## config.mk

```make
export PLATFORM = sky130hd
export DESIGN_NAME = pip_datapath
export DESIGN_NICKNAME = d
export VERILOG_FILES = /design/src/hdl/pip_pkg.sv /design/src/hdl/pip_ram.sv /design/src/hdl/pip_datapath.sv
export SDC_FILE = /design/constraint.sdc
export NUM_CORES = 2
export LEC_CHECK = 0
export BUFFER_PORTS_ARGS = -buffer_cell sky130_fd_sc_hd__buf_2
export CAP_MARGIN = 15
export CORE_ASPECT_RATIO = 1.1
export CORE_MARGIN = 5
export CORE_UTILIZATION = 38
export DETAILED_ROUTE_END_ITERATION = 8
export PLACE_DENSITY = 0.59
export SLEW_MARGIN = 20
export SYNTH_ARGS = -nofsm -noshare
export SYNTH_HDL_FRONTEND = slang
export SYNTH_SLANG_ARGS = --single-unit
```

## constraint.sdc

```tcl
create_clock -name clk -period 6.7 [get_ports clk]
set_input_delay 1.34 -clock clk [delete_from_list [all_inputs] [get_ports clk]]
set_output_delay 1.34 -clock clk [all_outputs]
set_load 0.01 [all_outputs]
```

## src/hdl/pip_pkg.sv

```systemverilog
// Shared constants, codes, types and helpers of the point-in-polygon tester.
package pip_pkg;

  localparam int MAX_VERTICES = 64;
  localparam int COORD_WIDTH  = 16;

  localparam int ADDR_W  = $clog2(MAX_VERTICES);
  localparam int CNT_W   = $clog2(MAX_VERTICES + 1);
  localparam int DIFF_W  = COORD_WIDTH + 1;
  localparam int PROD_W  = 2 * DIFF_W;

  // fixed field widths of the item channels
  localparam int FUNC_W   = 2;
  localparam int STATUS_W = 2;
  localparam int COUNT_W  = 7;

  localparam logic [FUNC_W-1:0] FN_CLEAR  = 2'd0;
  localparam logic [FUNC_W-1:0] FN_APPEND = 2'd1;
  localparam logic [FUNC_W-1:0] FN_TEST   = 2'd2;

  localparam logic [STATUS_W-1:0] ST_OK    = 2'd0;
  localparam logic [STATUS_W-1:0] ST_FULL  = 2'd1;
  localparam logic [STATUS_W-1:0] ST_EMPTY = 2'd2;

  typedef logic signed [COORD_WIDTH-1:0] coord_t;
  typedef logic signed [DIFF_W-1:0]      diff_t;
  typedef logic signed [PROD_W-1:0]      prod_t;

  // controller to datapath
  typedef struct packed {
    logic accept;
    logic clear;
    logic append;
    logic walk_start;
    logic step;
    logic out_load;
  } pip_cmd_t;

  // datapath to controller
  typedef struct packed {
    logic count_zero;
    logic last_addr;
    logic busy;
  } pip_sts_t;

  function automatic diff_t sx(input coord_t v);
    return {v[COORD_WIDTH-1], v};
  endfunction

endpackage

```

## src/hdl/pip_ram.sv

```systemverilog
// Generic simple dual-port RAM, one write and one registered read port.
module pip_ram #(
  parameter int WIDTH = 32,
  parameter int DEPTH = 64
) (
  input  logic                     clk,
  input  logic                     wr_en,
  input  logic [$clog2(DEPTH)-1:0] wr_addr,
  input  logic [WIDTH-1:0]         wr_data,
  input  logic                     rd_en,
  input  logic [$clog2(DEPTH)-1:0] rd_addr,
  output logic [WIDTH-1:0]         rd_data
);

  logic [WIDTH-1:0] mem [DEPTH];
  logic [WIDTH-1:0] rd_data_r;

  always_ff @(posedge clk) begin
    if (wr_en) begin
      mem[wr_addr] <= wr_data;
    end
    if (rd_en) begin
      rd_data_r <= mem[rd_addr];
    end
  end

  assign rd_data = rd_data_r;

endmodule

```

## src/hdl/pip_datapath.sv

```systemverilog
// Vertex store, edge walk pipeline, crossing parity and result register.
module pip_datapath (
  input  logic                         clk,
  input  logic                         rst_n,
  input  pip_pkg::pip_cmd_t            cmd,
  output pip_pkg::pip_sts_t            sts,
  input  logic [pip_pkg::FUNC_W-1:0]   in_func,
  input  pip_pkg::coord_t              in_x,
  input  pip_pkg::coord_t              in_y,
  output logic                         out_inside,
  output logic [pip_pkg::STATUS_W-1:0] out_status,
  output logic [pip_pkg::COUNT_W-1:0]  out_count
);

  localparam int CW = pip_pkg::COORD_WIDTH;

  // control state
  logic [pip_pkg::CNT_W-1:0]  count_r, count_nxt;
  logic [pip_pkg::ADDR_W-1:0] addr_r, addr_nxt;
  logic rv1_r, first1_r, last1_r, close_r, s1_v_r, s2_v_r, parity_r;
  logic parity_nxt;

  // payload
  logic [pip_pkg::FUNC_W-1:0]   func_r;
  logic [pip_pkg::STATUS_W-1:0] status_r, status_nxt;
  pip_pkg::coord_t px_r, py_r, prev_x_r, prev_y_r, first_x_r, first_y_r;
  logic          cond1_r, dypos1_r;
  pip_pkg::diff_t dpx1_r, dy1_r, dpy1_r, dx1_r;
  logic          cond2_r, dypos2_r;
  pip_pkg::prod_t lhs2_r, rhs2_r;
  logic                         out_inside_r;
  logic [pip_pkg::STATUS_W-1:0] out_status_r;
  logic [pip_pkg::COUNT_W-1:0]  out_count_r;

  logic full;
  logic [2*CW-1:0] rd_data;
  pip_pkg::coord_t rd_x, rd_y, ax, ay, bx, by, ymin, ymax, xmax;
  logic edge_v, cond_nxt, hit;
  pip_pkg::diff_t dpx_nxt, dy_nxt, dpy_nxt, dx_nxt;
  pip_pkg::prod_t lhs_nxt, rhs_nxt;

  assign full = (count_r == pip_pkg::CNT_W'(pip_pkg::MAX_VERTICES));

  pip_ram #(
    .WIDTH(2 * CW),
    .DEPTH(pip_pkg::MAX_VERTICES)
  ) u_vert_ram (
    .clk    (clk),
    .wr_en  (cmd.append && !full),
    .wr_addr(count_r[pip_pkg::ADDR_W-1:0]),
    .wr_data({in_x, in_y}),
    .rd_en  (cmd.step),
    .rd_addr(addr_r),
    .rd_data(rd_data)
  );

  assign rd_x = rd_data[2*CW-1:CW];
  assign rd_y = rd_data[CW-1:0];

  assign sts.count_zero = (count_r == '0);
  assign sts.last_addr  = (pip_pkg::CNT_W'(addr_r) + pip_pkg::CNT_W'(1) == count_r);
  assign sts.busy       = rv1_r | close_r | s1_v_r | s2_v_r;

  always_comb begin
    count_nxt = count_r;
    if (cmd.clear) begin
      count_nxt = '0;
    end else if (cmd.append && !full) begin
      count_nxt = count_r + pip_pkg::CNT_W'(1);
    end
    status_nxt = pip_pkg::ST_OK;
    if (in_func == pip_pkg::FN_APPEND && full) begin
      status_nxt = pip_pkg::ST_FULL;
    end else if (in_func == pip_pkg::FN_TEST && count_r == '0) begin
      status_nxt = pip_pkg::ST_EMPTY;
    end
    addr_nxt = addr_r;
    if (cmd.walk_start) begin
      addr_nxt = '0;
    end else if (cmd.step) begin
      addr_nxt = addr_r + pip_pkg::ADDR_W'(1);
    end
  end

  // edge a->b: consecutive vertices, or the closing edge back to the first one
  assign edge_v = (rv1_r && !first1_r) || close_r;
  assign ax = prev_x_r;
  assign ay = prev_y_r;
  assign bx = close_r ? first_x_r : rd_x;
  assign by = close_r ? first_y_r : rd_y;
  assign ymin = (ay < by) ? ay : by;
  assign ymax = (ay < by) ? by : ay;
  assign xmax = (ax < bx) ? bx : ax;
  assign cond_nxt = (py_r > ymin) && (py_r <= ymax) && (px_r <= xmax) && (ay != by);
  assign dpx_nxt = pip_pkg::sx(px_r) - pip_pkg::sx(ax);
  assign dy_nxt  = pip_pkg::sx(by) - pip_pkg::sx(ay);
  assign dpy_nxt = pip_pkg::sx(py_r) - pip_pkg::sx(ay);
  assign dx_nxt  = pip_pkg::sx(bx) - pip_pkg::sx(ax);

  assign lhs_nxt = dpx1_r * dy1_r;
  assign rhs_nxt = dpy1_r * dx1_r;

  // exact crossing test, sense flipped by the sign of dy
  assign hit = cond2_r && (dypos2_r ? (lhs2_r <= rhs2_r) : (lhs2_r >= rhs2_r));

  always_comb begin
    parity_nxt = parity_r;
    if (cmd.walk_start) begin
      parity_nxt = 1'b0;
    end else if (s2_v_r && hit) begin
      parity_nxt = !parity_r;
    end
  end

  always_ff @(posedge clk) begin
    if (!rst_n) begin
      count_r  <= '0;
      addr_r   <= '0;
      rv1_r    <= 1'b0;
      first1_r <= 1'b0;
      last1_r  <= 1'b0;
      close_r  <= 1'b0;
      s1_v_r   <= 1'b0;
      s2_v_r   <= 1'b0;
      parity_r <= 1'b0;
    end else begin
      count_r  <= count_nxt;
      addr_r   <= addr_nxt;
      rv1_r    <= cmd.step;
      first1_r <= (addr_r == '0);
      last1_r  <= sts.last_addr;
      close_r  <= rv1_r && last1_r;
      s1_v_r   <= edge_v;
      s2_v_r   <= s1_v_r;
      parity_r <= parity_nxt;
    end
  end

  always_ff @(posedge clk) begin
    if (cmd.accept) begin
      func_r   <= in_func;
      status_r <= status_nxt;
      px_r     <= in_x;
      py_r     <= in_y;
    end
    if (rv1_r) begin
      prev_x_r <= rd_x;
      prev_y_r <= rd_y;
      if (first1_r) begin
        first_x_r <= rd_x;
        first_y_r <= rd_y;
      end
    end
    cond1_r  <= cond_nxt;
    dypos1_r <= (by > ay);
    dpx1_r   <= dpx_nxt;
    dy1_r    <= dy_nxt;
    dpy1_r   <= dpy_nxt;
    dx1_r    <= dx_nxt;
    cond2_r  <= cond1_r;
    dypos2_r <= dypos1_r;
    lhs2_r   <= lhs_nxt;
    rhs2_r   <= rhs_nxt;
    if (cmd.out_load) begin
      out_inside_r <= (func_r == pip_pkg::FN_TEST) && (status_r == pip_pkg::ST_OK) && parity_r;
      out_status_r <= status_r;
      out_count_r  <= pip_pkg::COUNT_W'(count_r);
    end
  end

  assign out_inside = out_inside_r;
  assign out_status = out_status_r;
  assign out_count  = out_count_r;

endmodule

```

**Word-level counts from Yosys, hierarchy flattened**

Memory sizes are Yosys's and may differ from the RTL's. A register that Yosys moved wholly into a read port is not among the register bits.
Index checks and enable logic that the tools add are counted.

- Bits in registers: 270
- RAM bits: 2,048
- Output and inout port bits: 13
- Memories: 1

Memory list:

| name | depth | bits a word | rd ports | clocked after memory_dff | write ports | line | source |
|---|---|---|---|---|---|---|---|
| u_vert_ram.mem | 64 | 32 | 1 | 1 | 1 | pip_ram.sv:15 | `logic [WIDTH-1:0] mem [DEPTH];` |

- Add/sub/neg operators: 7
- $mul: 2
- Magnitude comparators: 8
- Equal/unequal tests: 6
- Mux-type cells: 9
- Bitwise logic cells: 4
- Reduce and logical (&&, ||, !) cells: 22

Operators with widths:

| kind | count |
|---|---|
| 16-bit two-way mux | 5 |
| 17-bit by 17-bit multiplier with 34-bit output | 2 |
| 16-bit by 16-bit subtractor with 17-bit output | 4 |
| 34-bit >= comparator | 1 |
| 34-bit less-or-equal comparator | 1 |
| 16-bit > comparator | 2 |
| 16-bit less-or-equal comparator | 2 |
| 16-bit less-than comparator | 2 |
| 16-bit != test | 1 |
| 1-bit logical AND | 12 |
| 6-bit by 1-bit adder with 7-bit output, second input constant | 1 |
| 7-bit by 1-bit adder with 7-bit output, second input constant | 1 |
| 7-bit equality test | 1 |
| 7-bit equality test, second input constant | 1 |
| 7-bit logical NOT | 1 |
| 6-bit by 1-bit adder with 6-bit output, second input constant | 1 |
| 6-bit logical NOT | 1 |
| 2-bit equality test, second input constant | 2 |
| 2-bit OR reduction | 2 |
| 1-bit logical NOT | 3 |
| 1-bit two-way mux | 3 |
| 1-bit bitwise OR | 3 |
| 2-bit by 1-bit equality test with 1-bit output, second input constant | 1 |
| 2-bit logical NOT | 1 |
| 4 further kinds | 4 |

**Longest topological paths before layout**

- Depth in word-level cells: 7
- Mapped depth: 25
- Depth with buffers taken out: 23

**Modules after synthesis**

Synthesis repeated with hierarchy kept, for this count alone.

- Cells, all modules: 6,806
- Area total of the unflattened synthesis: 113,363.7 µm²

By module, submodules not included:

| module | instances | cells each | area each (µm²) |
|---|---|---|---|
| pip_ram | 1 | 3,324 | 78,835.6 |
| pip_datapath | 1 | 3,482 | 34,528.1 |

**Worst setup path after synthesis**

Ideal clock, no wire load.

- Kind: flip-flop to flip-flop
- From: reg dy1_r[8]
- To: reg lhs2_r[32]
- Arrival time: 6.054 ns
- Data required time: 6.628 ns
- Setup slack: 0.574 ns
- Stages on the path, launching flop included: 25
- Cells stage by stage: dfxtp_1 > clkbuf_1 > clkbuf_1 > nand2_1 > fa_1 > inv_1 > fa_1 > inv_1 > fa_1 > inv_1 > fa_1 > fa_1 > inv_1 > fa_1 > inv_1 > ha_1 > and3_1 > and4_1 > a2bb2oi_1 > a32oi_1 > o21ai_1 > a211o_1 > a31o_2 > a21oi_1 > xnor2_1

- Cells in the longest elaborated chain, start to end: 1

RTL lines:

| element | line | source |
|---|---|---|
| start, declared | pip_datapath.sv:28 | `pip_pkg::diff_t dpx1_r, dy1_r, dpy1_r, dx1_r;` |
| start signal, assigned | pip_datapath.sv:157 | `dy1_r <= dy_nxt;` |
| 17-bit by 17-bit multiplier with 34-bit output | pip_datapath.sv:100 | `assign lhs_nxt = dpx1_r * dy1_r;` |
| via lhs_nxt[32] | pip_datapath.sv:40 | `pip_pkg::prod_t lhs_nxt, rhs_nxt;` |
| end signal, assigned | pip_datapath.sv:162 | `lhs2_r <= lhs_nxt;` |
| end, declared | pip_datapath.sv:30 | `pip_pkg::prod_t lhs2_r, rhs2_r;` |

The timed path passes the listed nets, and every way through them passes these cells.
A chain may end at the register's enable or synchronous reset.

**Worst setup path in the final report**

- From: reg dpy1_r[8]
- To: reg rhs2_r[33]

- Cells in the longest elaborated chain, start to end: 1

RTL lines:

| element | line | source |
|---|---|---|
| start, declared | pip_datapath.sv:28 |  |
| start signal, assigned | pip_datapath.sv:158 | `dpy1_r <= dpy_nxt;` |
| 17-bit by 17-bit multiplier with 34-bit output | pip_datapath.sv:101 | `assign rhs_nxt = dpy1_r * dx1_r;` |
| via rhs_nxt[33] | pip_datapath.sv:40 |  |
| end signal, assigned | pip_datapath.sv:163 | `rhs2_r <= rhs_nxt;` |
| end, declared | pip_datapath.sv:30 |  |

The timed path passes the listed nets, and every way through them passes these cells.

==> flow_summary.toml <==
[outcome]
run_status = "finished clean"

[drt]
drc = 0
routed_wirelength_mm = 289
post_drt_wl_per_cell_um = 26.2
postRouteAntennaNets = 0
drt_first_pass_iters = 5
drt_iter0_drc = 4926
vias = 59300
vias_per_cell = 5.37

[critical_path]
timing.critical_path.fanout_max = 12
crit_chain = "buf_4 -> and2_1 -> fa_1 -> inv_1 -> fa_1 -> fa_1 -> inv_1 -> fa_1 -> fa_1 -> fa_1 -> ha_1 -> o21ai_0 -> o21bai_1 -> a21oi_1 -> a31o_1 -> nand4b_1 -> a31oi_2 -> o21ai_1 -> a2111o_1 -> o211a_1"
r2r_start = "dpy1_r[8]$_DFF_P_"
cpPeakStageDelay_ns = 0.56
critPathCaptureType = "register"
crit_family = "adder cells"
start_kind = "register"
crit_buf_inv = 3
critical-path-slowest-cell = "fa_1"
worstPathRequired_ns = 7.39
worstRegToRegCells = 20
critPathLaunch = "dpy1_r[8]$_DFF_P_"
critPathKind = "reg -> reg"
regToRegSetupSlack_ns = 0.28
cp.arrival_ns = 7.11
r2r_end = "rhs2_r[33]$_DFF_P_"
path_common_cell = "fa_1"

[final_layout]
fillers = 26300
layout_commonest_cell = "edfxtp_1"
area_delta_synth_final_pct = 12.1
final_cell_mix = "2190 x edfxtp_1, 735 x inv_1, 623 x mux4_2"
fin_nets = 7865
layout-drive-gt1-share_pct = 19.5

[synth]
synthFlopType = "edfxtp_1"
synth_compound_area_share_pct = 2.61
yosys-mux-area-fraction_pct = 13.6
syn-num-nets = 7634
synth_top_cell_area_share_pct = 57.8
syn_area_um2 = 114000
synth_area_leaders = "edfxtp_1 58%, mux4_2 12%, fa_1 10%"
synth_top_family_by_area = "adder cells"
synth.distinct_cells = 80
synth_seq_area_share_pct = 60.6
synthSimpleGateAreaFrac_pct = 4.57
synth_edf_count = 2190
syn-instance-count = 6674
yosysWarnings = 0
synth.avg_cell_area_um2 = 17.0
synth_xor_area_share_pct = 1.08
synthAdderAreaFrac_pct = 14.0
ys_async_sr_fraction_pct = 0
ys_seq_elements = 2350
yosysTopAreaCell = "edfxtp_1"

[sta]
worst_pin_slew_ns = 1.14
setup_violations = 0
hold_viol_final = 0
fin_skew_ns = 0.106
finalMaxSlewViolations = 0
finalCriticalPeriod_ns = 6.42
setup_tns_ns = 0
post-route-period-util_pct = 95.8
fmax_ghz = 0.156
slew_headroom_pct = 23.5
rsz0062_at_grt = "no"

[grt]
grt_pass1_vias = 63000
grt-ovfl-total = 0
grt_max_degree = 118
grt_pass1_wl_mm = 427
antenna_found_initial = 10
grt_use_total_pct = 18.5

[floorplan]
io_pins = 55
die_area_um2 = 310000
floorplan.initialDensity_pct = 38.2
die_height_um = 584
rows = 210
core-area_um2 = 298000
fp.dieW_um = 532

[run]
cap_violations = 0

[clock_network]
cts_buffers = 230
clkSlewWorstSetupHoldPaths_ns = 0.06
cts_tree = "yes"
clk_path_buf_depth = 3
clk_latency_ns = 0.89
ctsHoldBuffers = 0
clockRootBuffer = "clkbuf_16"
cts.htree.levels = 4
clock_sinks = 2350

[hold_path]
holdCritStartpoint = "cond1_r$_DFF_P_"
holdPathStages = 0
min_delay_worst_endpoint = "cond2_r$_DFF_P_"
min_path_type = "reg -> reg"

[place]
dp_hpwl_mm = 189
place.gp.congestion = 0.868
portBuffers = 54
worst max-delay path by stage:
stage | endpoint | cells past startpoint
floorplan | lhs2_r[32]$_DFF_P_ | 24
global placement | rhs2_r[33]$_DFF_P_ | 20
detailed placement | lhs2_r[33]$_DFF_P_ | 19
CTS | rhs2_r[33]$_DFF_P_ | 20
global route | lhs2_r[33]$_DFF_P_ | 19
finish | rhs2_r[33]$_DFF_P_ | 20
timing repair:
action,in CTS,in global routing
gates resized for setup,0,22
setup endpoints to repair,0,4
setup buffers,0,0
Yosys cell counts, types with 5 or more instances:
library cell and number:
edfxtp_1 2190, inv_1 736, mux4_2 623, fa_1 596
nand2_1 341, ha_1 322, and2_1 299, nor2_1 204
dfxtp_1 160, clkbuf_1 146, a21oi_1 132, xnor2_1 99
mux2i_1 84, o21ai_0 75, a21o_1 70, mux2_2 48
buf_2 44, xor2_1 41, nand3_1 35, o22ai_1 32
buf_1 31, buf_4 31, nand4_1 30, nor2b_1 30
nor3_1 26, nand2b_1 23, a211oi_1 17, and3_1 16
o21a_1 16, o21bai_1 16, a31oi_1 13, buf_6 11
or3_1 11, a221oi_1 9, o221ai_1 9, nor4_1 8
a22oi_1 7, a31o_2 7, a211o_1 6, a21boi_0 6
or2_2 6, o31ai_1 5
state kept, by name, summed over array words and instances, names as in the netlist, 17 cells and up:
| name | flops |
|---|---|
| u_vert_ram.mem | 2048 |
| dy1_r | 17 |
| rhs2_r | 34 |
| lhs2_r | 34 |
| dpx1_r | 17 |
| dx1_r | 17 |
| u_vert_ram.rd_data | 32 |
| dpy1_r | 17 |
cell type report:
cell class              count  area, µm²  share of cell area [%]
clock buffers             287       6070                    4.76
repair buffers            262       2070                    1.62
well taps                3922       4910                    3.85
clock inverters           143       1400                    1.10
inverters                 737       2770                    2.17
multi-input cells        3324      41300                    32.4
flip-flops and latches   2350      69000                    54.1
diodes                      2       5.00                 0.00392
cells by family (layout without fill, tap and decap cells):
kind of cell / Yosys count / count (layout)
simple gates: 1052 / 1052
fa+ha+maj: 918 / 918
buf+inv: 1000 / 1429
flops: 2350 / 2350
mux: 757 / 757
other cells: 0 / 2
compound gates: 457 / 457
xor+xnor: 140 / 140
metrics by stage:
step	cells	area [µm²]	utilization, %	hold WS, ns	setup slack (ns)
after floorplan	6674	114000	-	0.310	0.574
after global placement	10600	120000	40.2	0.317	0.254
after detailed placement	10600	120000	40.3	0.314	0.177
after CTS	11000	127000	42.8	0.329	0.0850
after global routing	11000	128000	42.8	0.342	0.00806
final	11000	128000	42.8	0.326	0.280
routing by layer:
layer | wire length [µm] | share of wire (%) | global-route usage [%]
met1 | 115000 | 40 | 23.7
met2 | 153000 | 53 | 33.5
met3 | 14500 | 5.0 | 2.60
met4 | 6800 | 2.3 | 4.32
met5 | 44 | 0.015 | 0
Power is left out: the tool's default activity adds up to more than one toggle a clock period on the data nets, which glitch-free logic cannot reach.
